--- config.mk ---
export PLATFORM = sky130hd
export DESIGN_NAME = unaligned_load_store_merge
export DESIGN_NICKNAME = d
export VERILOG_FILES = /design/src/hw/rtl/ulsm_pkg.sv /design/src/hw/rtl/unaligned_load_store_merge.sv
export VERILOG_INCLUDE_DIRS = /design/src /design/src/hw/rtl
export SDC_FILE = /design/constraint.sdc
export NUM_CORES = 1
export LEC_CHECK = 0
export BUFFER_PORTS_ARGS = -buffer_cell sky130_fd_sc_hd__buf_2
export CORE_MARGIN = 2
export CORE_UTILIZATION = 50
export CTS_BUF_LIST = sky130_fd_sc_hd__clkbuf_8
export DETAILED_ROUTE_END_ITERATION = 12
export PLACE_DENSITY = 0.73
export SLEW_MARGIN = 0
export SYNTH_ARGS = -nofsm -noshare
export SYNTH_HDL_FRONTEND = slang
export SYNTH_SLANG_ARGS = --single-unit
--- constraint.sdc ---
create_clock -name clk -period 8.8 [get_ports clk]
set_clock_uncertainty 0.1 [all_clocks]
set_input_delay 0.88 -clock clk [delete_from_list [all_inputs] [get_ports clk]]
set_output_delay 0.88 -clock clk [all_outputs]
set_load 0.05 [all_outputs]
--- src/hw/rtl/assert_macros.svh ---
// Assertion macros used by the top-level RTL file of the unaligned load/store merge block.
// Needs nothing else; include by bare file name where assertions are written.
`ifndef ASSERT_MACROS_SVH
`define ASSERT_MACROS_SVH

`ifndef SYNTHESIS

// Same-cycle implication, checked outside reset.
`define ASSERT_IMP(lbl, clk, rst_n, ante, cons) \
	lbl: assert property (@(posedge clk) disable iff (!(rst_n)) (ante) |-> (cons)) \
		else $error("assertion failed: same-cycle implication");

// Next-cycle implication, checked outside reset.
`define ASSERT_IMP_NEXT(lbl, clk, rst_n, ante, cons) \
	lbl: assert property (@(posedge clk) disable iff (!(rst_n)) (ante) |=> (cons)) \
		else $error("assertion failed: next-cycle implication");

`else

`define ASSERT_IMP(lbl, clk, rst_n, ante, cons)
`define ASSERT_IMP_NEXT(lbl, clk, rst_n, ante, cons)

`endif

`endif

--- src/hw/rtl/ulsm_pkg.sv ---
// Package for the unaligned load/store merge block: item types, op codes, keep-mask tables.
// Depends on nothing.
`timescale 1ns / 1ps
`default_nettype none

package ulsm_pkg;

	typedef enum logic [2:0] {
		OP_LWL = 3'd0,
		OP_LWR = 3'd1,
		OP_LDL = 3'd2,
		OP_LDR = 3'd3,
		OP_SWL = 3'd4,
		OP_SWR = 3'd5
	} op_t;

	typedef struct packed {
		logic [2:0]         req_type;
		logic [31:0]        base_value;
		logic signed [15:0] offset;
		logic [63:0]        old_reg_value;
		logic [63:0]        mem_data;
	} req_t;

	typedef struct packed {
		logic [31:0] access_addr;
		logic [63:0] reg_result;
		logic        reg_write;
		logic [31:0] store_data;
		logic        store_write;
	} rsp_t;

	function automatic logic [31:0] lwl_keep(input logic [1:0] k);
		logic [31:0] m;
		case (k)
			2'd0: m = 32'h0000_0000;
			2'd1: m = 32'h0000_00FF;
			2'd2: m = 32'h0000_FFFF;
			default: m = 32'h00FF_FFFF;
		endcase
		return m;
	endfunction

	function automatic logic [31:0] lwr_keep(input logic [1:0] k);
		logic [31:0] m;
		case (k)
			2'd0: m = 32'hFFFF_FF00;
			2'd1: m = 32'hFFFF_0000;
			2'd2: m = 32'hFF00_0000;
			default: m = 32'h0000_0000;
		endcase
		return m;
	endfunction

	function automatic logic [31:0] swl_keep(input logic [1:0] k);
		logic [31:0] m;
		case (k)
			2'd0: m = 32'h0000_0000;
			2'd1: m = 32'hFF00_0000;
			2'd2: m = 32'hFFFF_0000;
			default: m = 32'hFFFF_FF00;
		endcase
		return m;
	endfunction

	function automatic logic [31:0] swr_keep(input logic [1:0] k);
		logic [31:0] m;
		case (k)
			2'd0: m = 32'h00FF_FFFF;
			2'd1: m = 32'h0000_FFFF;
			2'd2: m = 32'h0000_00FF;
			default: m = 32'h0000_0000;
		endcase
		return m;
	endfunction

	function automatic logic [63:0] ldl_keep(input logic [2:0] k);
		logic [63:0] m;
		case (k)
			3'd0: m = 64'h0000_0000_0000_0000;
			3'd1: m = 64'h0000_0000_0000_00FF;
			3'd2: m = 64'h0000_0000_0000_FFFF;
			3'd3: m = 64'h0000_0000_00FF_FFFF;
			3'd4: m = 64'h0000_0000_FFFF_FFFF;
			3'd5: m = 64'h0000_00FF_FFFF_FFFF;
			3'd6: m = 64'h0000_FFFF_FFFF_FFFF;
			default: m = 64'h00FF_FFFF_FFFF_FFFF;
		endcase
		return m;
	endfunction

	function automatic logic [63:0] ldr_keep(input logic [2:0] k);
		logic [63:0] m;
		case (k)
			3'd0: m = 64'hFFFF_FFFF_FFFF_FF00;
			3'd1: m = 64'hFFFF_FFFF_FFFF_0000;
			3'd2: m = 64'hFFFF_FFFF_FF00_0000;
			3'd3: m = 64'hFFFF_FFFF_0000_0000;
			3'd4: m = 64'hFFFF_FF00_0000_0000;
			3'd5: m = 64'hFFFF_0000_0000_0000;
			3'd6: m = 64'hFF00_0000_0000_0000;
			default: m = 64'h0000_0000_0000_0000;
		endcase
		return m;
	endfunction

endpackage

`default_nettype wire

--- src/hw/rtl/unaligned_load_store_merge.sv ---
// Top level of the unaligned load/store merge block: three-stage merge pipeline.
// Depends on ulsm_pkg and assert_macros.svh.
`timescale 1ns / 1ps
`default_nettype none

`include "assert_macros.svh"

// Byte-merge datapath for LWL, LWR, LDL, LDR, SWL and SWR.
// Request channel (req_valid/req_ready/req) carries one item: the operation, base
// register, signed displacement, old target register value and the aligned memory
// data already fetched. Response channel (rsp_valid/rsp_ready/rsp) returns one item
// per request: the aligned access address and either the merged register value
// (reg_write set) or the merged store word (store_write set). Codes 6 and 7 return
// only the word-aligned address with every other field zero.
// A request accepted into stage 1 is registered in stage 2 and then in the output
// register, from which it is presented on rsp.
// Throughput: one item per cycle while rsp_ready stays high, set by the three register
// stages each taking a new item whenever the stage after it moves on or is empty.
// Stage 1 forms the effective address, stage 2 does the byte shift and
// keep mask, stage 3 (the output register) merges and sign-extends.
// When the receiver stalls, the output register holds its item and the stalls
// ripple back a stage at a time; earlier stages fill their empty slots first,
// so req_ready drops only once all three stages hold items.
// Reset clears every stage's valid bit; payload registers are not reset.
module unaligned_load_store_merge
	import ulsm_pkg::*;
(
	input  wire logic clk,
	input  wire logic arst_n,
	input  wire logic req_valid,
	output logic      req_ready,
	input  wire req_t req,
	output logic      rsp_valid,
	input  wire logic rsp_ready,
	output rsp_t      rsp
);

	// Stage valid bits and the advance conditions between stages.
	logic v_s1, v_s2, v_s3;
	logic adv_s1, adv_s2, adv_s3;

	// Stage 1 payload: operation, effective address, the two data words.
	op_t         op_s1;
	logic [31:0] addr_s1;
	logic [63:0] old_s1;
	logic [63:0] mem_s1;

	// Stage 2 payload: shifted data and kept bytes, ready to be ORed.
	op_t         op_s2;
	logic [31:0] acc_s2;
	logic [63:0] sh_s2;
	logic [63:0] keep_s2;

	// Stage 3 payload is the response item itself.
	rsp_t        rsp_s3;

	// Stage 2 combinational results.
	logic [1:0]  w_c;
	logic [2:0]  d_c;
	logic [31:0] mem32_c;
	logic [31:0] old32_c;
	logic [31:0] acc_c;
	logic [63:0] sh_c;
	logic [63:0] keep_c;

	// Stage 3 combinational results.
	logic [63:0] merged_c;
	rsp_t        rsp_c;

	// A stage takes a new item when it is empty or its item moves on.
	assign adv_s3    = !v_s3 || rsp_ready;
	assign adv_s2    = !v_s2 || adv_s3;
	assign adv_s1    = !v_s1 || adv_s2;
	assign req_ready = adv_s1;

	assign rsp_valid = v_s3;
	assign rsp       = rsp_s3;

	// Valid bits: each stage loads the valid of the stage before when it advances.
	always_ff @(posedge clk or negedge arst_n) begin
		if (!arst_n) begin
			v_s1 <= 1'b0;
			v_s2 <= 1'b0;
			v_s3 <= 1'b0;
		end else begin
			if (adv_s1) begin
				v_s1 <= req_valid;
			end
			if (adv_s2) begin
				v_s2 <= v_s1;
			end
			if (adv_s3) begin
				v_s3 <= v_s2;
			end
		end
	end

	// Stage 1: capture the item and form base + sign-extended displacement,
	// wrapping modulo 2^32.
	always_ff @(posedge clk) begin
		if (adv_s1 && req_valid) begin
			op_s1   <= op_t'(req.req_type);
			addr_s1 <= req.base_value + {{16{req.offset[15]}}, req.offset};
			old_s1  <= req.old_reg_value;
			mem_s1  <= req.mem_data;
		end
	end

	// Stage 2: pick the aligned address, the shifted source and the kept bytes
	// by the low address bits.
	always_comb begin
		w_c     = addr_s1[1:0];
		d_c     = addr_s1[2:0];
		mem32_c = mem_s1[31:0];
		old32_c = old_s1[31:0];
		acc_c   = {addr_s1[31:2], 2'b00};
		sh_c    = '0;
		keep_c  = '0;
		unique case (op_s1) inside
			OP_LWL: begin
				sh_c   = {32'd0, mem32_c << {w_c, 3'b000}};
				keep_c = {32'd0, old32_c & lwl_keep(w_c)};
			end
			OP_LWR: begin
				sh_c   = {32'd0, mem32_c >> (5'd24 - {w_c, 3'b000})};
				keep_c = {32'd0, old32_c & lwr_keep(w_c)};
			end
			OP_LDL: begin
				acc_c  = {addr_s1[31:3], 3'b000};
				sh_c   = mem_s1 << {d_c, 3'b000};
				keep_c = old_s1 & ldl_keep(d_c);
			end
			OP_LDR: begin
				acc_c  = {addr_s1[31:3], 3'b000};
				sh_c   = mem_s1 >> (6'd56 - {d_c, 3'b000});
				keep_c = old_s1 & ldr_keep(d_c);
			end
			OP_SWL: begin
				// Store source is the low word of the register only.
				sh_c   = {32'd0, old32_c >> {w_c, 3'b000}};
				keep_c = {32'd0, mem32_c & swl_keep(w_c)};
			end
			OP_SWR: begin
				sh_c   = {32'd0, old32_c << (5'd24 - {w_c, 3'b000})};
				keep_c = {32'd0, mem32_c & swr_keep(w_c)};
			end
			default: begin
				// Unused codes: word-aligned address, nothing else.
				sh_c   = '0;
				keep_c = '0;
			end
		endcase
	end

	always_ff @(posedge clk) begin
		if (adv_s2 && v_s1) begin
			op_s2   <= op_s1;
			acc_s2  <= acc_c;
			sh_s2   <= sh_c;
			keep_s2 <= keep_c;
		end
	end

	// Stage 3: merge, sign-extend the word loads, steer to register or memory.
	always_comb begin
		merged_c          = sh_s2 | keep_s2;
		rsp_c.access_addr = acc_s2;
		rsp_c.reg_result  = '0;
		rsp_c.reg_write   = 1'b0;
		rsp_c.store_data  = '0;
		rsp_c.store_write = 1'b0;
		unique case (op_s2) inside
			OP_LWL, OP_LWR: begin
				rsp_c.reg_result = {{32{merged_c[31]}}, merged_c[31:0]};
				rsp_c.reg_write  = 1'b1;
			end
			OP_LDL, OP_LDR: begin
				rsp_c.reg_result = merged_c;
				rsp_c.reg_write  = 1'b1;
			end
			OP_SWL, OP_SWR: begin
				rsp_c.store_data  = merged_c[31:0];
				rsp_c.store_write = 1'b1;
			end
			default: begin
				rsp_c.reg_write = 1'b0;
			end
		endcase
	end

	always_ff @(posedge clk) begin
		if (adv_s3 && v_s2) begin
			rsp_s3 <= rsp_c;
		end
	end

	// A held stage keeps its item until the next stage takes it.
	`ASSERT_IMP_NEXT(a_s1_hold, clk, arst_n, v_s1 && !adv_s2, v_s1)
	`ASSERT_IMP_NEXT(a_s2_hold, clk, arst_n, v_s2 && !adv_s3, v_s2)
	// A response never asks for both a register write and a memory write.
	`ASSERT_IMP(a_one_target, clk, arst_n, rsp_valid, !(rsp.reg_write && rsp.store_write))
	// Every access address is at least word aligned.
	`ASSERT_IMP(a_addr_align, clk, arst_n, rsp_valid, rsp.access_addr[1:0] == 2'b00)

endmodule

`default_nettype wire

==> results of run 1 <==
-- path summary, 6_finish.rpt --
path / to / slack [ns] / depth (start not counted)
min reg2reg: acc_s2[18] / 0.31 / 0
max: sh_s2[5] / 5.30 / 6
max in group asynchronous: v_s2 / 8.02 / 2
max reg2reg: sh_s2[5] / 5.30 / 6
min: acc_s2[18] / 0.31 / 0
min in group asynchronous: rsp_valid / 0.46 / 2
-- cell type report --
class	count	area [µm²]	area share [%]
Timing Repair Buffer	336	1760	7.28
Antenna cell	8	20.0	0.0830
Tap cell	532	666	2.76
Multi-Input combinational cell	1002	6560	27.2
Sequential cell	454	13600	56.4
Inverter	13	48.8	0.202
Clock buffer	74	1020	4.22
Clock inverter	56	443	1.84
-- cells in the mapped netlist (3+ instances only) --
| cell | number |
|---|---|
| o21ai_0 | 96 |
| and2_1 | 42 |
| a21o_1 | 18 |
| nand2b_1 | 12 |
| nor3_1 | 8 |
| nor2b_1 | 15 |
| nand4_1 | 6 |
| o211ai_1 | 12 |
| and3_1 | 3 |
| a31oi_1 | 14 |
| a221o_1 | 5 |
| mux2_2 | 20 |
| o31ai_1 | 5 |
| a22oi_1 | 45 |
| nor2_1 | 207 |
| nand3_1 | 19 |
| a222oi_1 | 6 |
| a211oi_1 | 18 |
| inv_1 | 12 |
| a211o_1 | 3 |
| ha_1 | 31 |
| xor2_1 | 11 |
| o21a_1 | 3 |
| buf_2 | 18 |
| or3_1 | 4 |
| a221oi_1 | 19 |
| xnor2_1 | 16 |
| a21oi_1 | 72 |
| buf_1 | 9 |
| mux2i_1 | 84 |
| clkbuf_1 | 56 |
| o22ai_1 | 24 |
| dfrtp_1 | 3 |
| mux4_2 | 8 |
| o2111ai_1 | 4 |
| a22o_1 | 44 |
| edfxtp_1 | 451 |
| nand2_1 | 91 |
| buf_4 | 4 |
-- metrics by stage --
stage	area (µm²)	hold slack [ns]	utilization (%)	setup WS (ns)	instances
6_report	24100	0.309	59.2	5.30	2475
5_1_grt	24100	0.306	59.2	5.18	2470
4_1_cts	24100	0.285	59.2	5.49	2467
3_5_place_dp	22600	0.305	55.6	4.99	2336
3_3_place_gp	22600	0.300	55.6	5.02	2336
2_1_floorplan	20600	0.300	-	3.02	1556
-- where the power goes --
group	switching, mW	internal (mW)	total (mW)	leakage, nW
clock	0.839	0.999	1.84	0.809
sequential	0.103	2.68	2.78	4.47
combinational	0.725	0.282	1.01	4.14
-- kinds of logic after synthesis --
group | synth area share [%]
compound gates | 13.4
xor+xnor | 1.15
fa+ha+maj | 1.98
buf+inv | 2.01
flops | 66.2
mux | 6.06
other cells | 0.0182
simple gates | 9.18
-- state kept, by name, indices dropped and copies added, names as in the netlist, 2 cells and up --
| name | flops |
|---|---|
| acc_s2 | 30 |
| addr_s1 | 32 |
| keep_s2 | 64 |
| mem_s1 | 64 |
| old_s1 | 64 |
| op_s1 | 3 |
| op_s2 | 2 |
| rsp | 128 |
| sh_s2 | 64 |
-- worst reg2reg max path: cells and delay by family, from the launching register on --
kind / cells / cell delay, ns
DFF: 1 / 0.38
buffers and inverters: 3 / 1.49
AOI/OAI and AO/OA: 2 / 0.39
and+or+nand+nor: 1 / 0.95
-- per-layer routing --
layer	global-route usage [%]	vias to the layer above	share of wire, %
li1	-	6680	-
met3	8.71	149	11
met1	34.6	6999	38
met4	13.0	20	4.2
met2	43.0	798	47
met5	0	-	0.22
-- repair_timing --
item,in CTS,in global routing
hold endpoints to repair,3,0
setup endpoints to repair,0,0
hold buffers,1,0
==> flow_summary_export.csv, run 1 <==
group,metric,value,unit
synthesis,yosysTopAreaCellShare,65.9,%
setup_path,critical_path_class,"register to register",
setup_path,crit_arrival,3.85,ns
min_path,worstHoldPathType,"register to register",
global_route,grt_max_degree,142,
drt,drt-pass1-iter-count,8,
synthesis,synth-edff-count,451,
setup_path,crit_required,9.15,ns
setup_path,start_kind,"register",
drt,vias_per_cell,5.92,
placed_design,io_buffers,312,
timing,hold_viol_final,0,
setup_path,critPathTopFamily,"buffers and inverters",
final_layout,nFillCells,3288,
clock_tree,cts_sinks,454,
drt,wl_per_cell,23.7,µm
synthesis,synth_area_leader_cell,"edfxtp_1",
timing,final-setup-viol-count,0,
synthesis,synth_seq_cells,454,
placed_design,dp_hpwl,40500,µm
pwr,irDropWorstVdd,0.100,mV
clock_tree,numCtsBuffers,73,
timing,fin_crit_sh,39.8,%
final_layout,most-common-layout-cells,"edfxtp_1 (451), buf_2 (312), nor2_1 (207)",
floorplan,die_w,207,µm
final_layout,area_growth,17.3,%
synthesis,ys_top_cells_by_area,"edfxtp_1 (66%), mux2i_1 (4.1%), nor2_1 (3.8%)",
synthesis,async_flop_share,0.661,%
final_layout,layout_commonest_cell,"edfxtp_1",
setup_path,crit_chain,"buf_12 -> clkinv_1 -> buf_4 -> nor2_1 -> a221oi_1 -> o21ai_0",
setup_path,r2r_start,"addr_s1[0]",
final_layout,final_layout_size_suffix_gt1_share,24.6,%
setup_path,endpoint_kind,"register",
pwr,leakage,9.42,nW
clock_tree,clockBufferDepth,3,
synthesis,synthFlopType,"edfxtp_1",
drt,drc,0,
timing,tns,0,ns
setup_path,cp_slowest_stage_delay,0.92,ns
placed_design,place_congestion,0.946,
clock_tree,tritoncts,"built",
clock_tree,clock_latency,0.64,ns
drt,drt_first_iter_violations,1618,
drt,antenna_left,0,
synthesis,synth_warnings,0,
timing,worstMarginPinSlew,1.33,ns
floorplan,start_util,50.5,%
floorplan,die_h,207,µm
min_path,min-delay-start,"addr_s1[18]",
global_route,overflow,0,
synthesis,netlist_area,0.0206,mm²
global_route,grt_pass1_vias,14022,
setup_path,cp_slowest_cell,"nor2_1",
timing,finalMaxSlewViolations,0,
floorplan,dieArea,0.0428,mm²
synthesis,postSynthCellCount,1555,
drt,vias,14646,
clock_tree,h-tree-depth,3,
timing,relSlewSlack,10.5,%
final_layout,nNetsFinal,2095,
synthesis,synth_cell_types,69,
timing,rsz0062_at_grt,"no",
drt,routed_wl,58600,µm
floorplan,coreArea,0.0407,mm²
pwr,total_power,5.62,mW
clock_tree,cts_resized,0,
synthesis,syn_area_per_cell,13.2,µm²
global_route,grt_use_total,27.4,%
global_route,grt_pass1_wl,85400,µm
clock_tree,path_clk_slew,0.07,ns
clock_tree,postCtsSetupRepairBufs,0,
pwr,power_density,233,mW/mm²
clock_tree,cts_root_buf,"clkbuf_8",
floorplan,io_pins,315,
setup_path,critPathBufInv,3,
synthesis,ys_seq_area_share,66.2,%
global_route,antenna_found_initial,16,
run_status,run_status,"completed",
setup_path,crit_start,"addr_s1[0]",
floorplan,placementRows,74,
timing,fmax,0.286,GHz
flow_run,max_cap_violations,0,
setup_path,cp_max_fo,141,
timing,fin_crit,3.50,ns
Note: power is estimated with default switching activity, not from simulation.
==> inputs of run 2 (changes only) <==
--- a/config.mk
+++ b/config.mk
@@ -11,7 +11,7 @@
 export CORE_UTILIZATION = 50
 export CTS_BUF_LIST = sky130_fd_sc_hd__clkbuf_8
 export DETAILED_ROUTE_END_ITERATION = 12
-export PLACE_DENSITY = 0.73
+export PLACE_DENSITY = 0.75
 export SLEW_MARGIN = 0
 export SYNTH_ARGS = -nofsm -noshare
 export SYNTH_HDL_FRONTEND = slang
==> constraint.sdc (replaced) <==
create_clock -name clk -period 2.94 [get_ports clk]
set_clock_uncertainty 0.1 [all_clocks]
set_input_delay 0.294 -clock clk [delete_from_list [all_inputs] [get_ports clk]]
set_output_delay 0.294 -clock clk [all_outputs]
set_load 0.05 [all_outputs]
==> run 2 against run 1 <==
- the flow now finishes with violations (negative setup slack)
- total power grew to 2.9 times the previous value
- clock power grew to 2.5 times the previous value
- combinational power grew to 3.3 times the previous value
- flip-flop and latch count stayed put
- largest cell class unchanged
- highest routed layer unchanged
==> flow_summary_export.csv, run 2 (synthesis gave the netlist of run 1 again) <==
group,metric,value,unit
run_status,run_status,"complete, but fails checks",
run_status,violations,"negative setup slack",
min_path,hold_path_end,"addr_s1[8]",
clock_tree,h-tree-depth,3,
final_layout,most-common-layout-cells,"edfxtp_1 (451), buf_2 (312), nor2_1 (207)",
flow_run,max_cap_violations,0,
floorplan,dieArea,0.0428,mm²
placed_design,dp_hpwl,43300,µm
setup_path,crit_arrival,3.21,ns
pwr,power_frac_comb,20.4,%
global_route,antenna_found_initial,1,
setup_path,critical_path_class,"input port to register",
clock_tree,tritoncts,"built",
placed_design,placed_area,0.0232,mm²
timing,hold_viol_final,0,
final_layout,nFillCells,3049,
final_layout,final_area,0.0259,mm²
setup_path,start_kind,"input port",
final_layout,largest_register_ffs,128,
floorplan,placementRows,74,
floorplan,die_w,207,µm
final_layout,layout_commonest_cell,"edfxtp_1",
floorplan,coreArea,0.0407,mm²
final_layout,multi_input_area,0.00657,mm²
timing,worstMarginPinSlew,1.08,ns
clock_tree,cts_sinks,454,
clock_tree,clock_latency,0.62,ns
timing,fmax,0.340,GHz
drt,drc,0,
pwr,clockPowerShare,28.6,%
timing,setup_slack,-0.00291,ns
final_layout,nNetsFinal,2293,
timing,relSlewSlack,27.3,%
min_path,min_path_cells,3,
global_route,grt_pass1_vias,15052,
drt,routed_wl,60800,µm
drt,drt_first_iter_violations,1640,
min_path,worstHoldPathType,"input port to register",
placed_design,place_congestion,0.960,
global_route,grt_use_total,28.3,%
drt,vias_per_cell,5.79,
floorplan,die_h,207,µm
setup_path,reg2reg_slack,0.16,ns
drt,drt-pass1-iter-count,9,
global_route,grt_max_degree,108,
clock_tree,numCtsBuffers,72,
placed_design,io_buffers,312,
setup_path,cp_max_fo,2,
final_layout,area_growth,25.8,%
setup_path,r2r_end,"sh_s2[7]",
pwr,power_density,632,mW/mm²
pwr,switchingPower,4.95,mW
timing,finalMaxSlewViolations,0,
pwr,total_power,16.3,mW
floorplan,start_util,50.5,%
setup_path,r2r_start,"op_s1[0]",
setup_path,crit_required,3.20,ns
drt,wl_per_cell,22.9,µm
timing,fin_crit,2.94,ns
global_route,grt_pass1_wl,89400,µm
pwr,irDropWorstVdd,0.313,mV
pwr,p_seq_share,51.1,%
final_layout,seqCellArea,0.0136,mm²
timing,final-setup-viol-count,1,
drt,antenna_left,0,
clock_tree,cts_root_buf,"clkbuf_8",
pwr,leakage,10.2,nW
setup_path,endpoint_kind,"register",
placed_design,place_ws,-0.117,ns
final_layout,final_layout_size_suffix_gt1_share,24.8,%
clock_tree,clockBufferDepth,3,
pwr,swShare,30.3,%
setup_path,r2r_cells,7,
pwr,internal-power,11.4,mW
clock_tree,path_clk_slew,0.06,ns
min_path,min-delay-start,"req[152]",
timing,fin_crit_sh,100,%
floorplan,io_pins,315,
global_route,overflow,0,
drt,vias,15392,
-- run 2: area by class of cell --
cell class              instances  share of cell area, %
clock inverters                49                  0.851
well taps                     532                   2.57
inverters                      13                  0.189
clock buffers                  73                   3.88
repair buffers                535                   14.5
flip-flops and latches        454                   52.6
multi-input cells            1002                   25.4
diodes                          2                 0.0193
-- run 2: worst max-delay path, stage by stage --
cell and delay, ns:
dlygate4sd3_1 0.53, buf_2 0.12, ha_2 0.18, fa_2 0.37, a21oi_2 0.19, o22ai_2 0.11
o31a_1 0.33, o2111ai_2 0.30, a21oi_2 0.10, or4b_1 0.48, and3_4 0.18
-- run 2: power groups by stage --
stage	Sequential, mW	Combinational [mW]	Clock (mW)
floorplan	9.08	1.39	0
global placement	8.44	3.08	0
detailed placement	8.46	3.11	0
CTS	8.34	3.27	4.76
global route	8.40	3.55	5.04
finish	8.34	3.33	4.67
-- run 2: per-stage QoR --
step           util, %  cells  hold slack [ns]  TNS [ns]
2_1_floorplan        -   1556           -0.102     -8.86
3_3_place_gp      56.9   2392         -0.00927   -0.0845
3_5_place_dp      56.9   2392         -0.00637    -0.174
4_1_cts           63.4   2655           0.0377         0
5_1_grt           63.5   2658           0.0887   -0.0216
6_report          63.5   2660           0.0929  -0.00291
-- run 2: how the worst max path moves through the flow --
stage                     cells after the start          end  slack, ns  startpoint
after detailed placement                     10  addr_s1[30]      -0.12    req[128]
after floorplan                               3   addr_s1[0]      -0.05   rsp_valid
final                                        11  addr_s1[30]     -0.003    req[144]
after CTS                                    11  addr_s1[30]       0.01    req[144]
after global routing                         11  addr_s1[30]      -0.02    req[144]
after global placement                       10  addr_s1[30]      -0.08    req[128]
-- run 2: routing by layer --
metal	GRT usage, %	vias to the layer above	routed length, µm	part of all wire (%)
li1	-	7046	-	-
met1	37.6	7437	24900	41
met2	44.7	780	28400	47
met3	7.10	127	5410	8.9
met4	11.7	2	2050	3.4
met5	0	-	11	0.018
-- run 2: timing repair --
action,CTS,global route
setup buffers,0,3
endpoints found under the setup margin,0,3
hold buffers,141,0
gates resized for setup,0,7
hold endpoints to repair,140,0
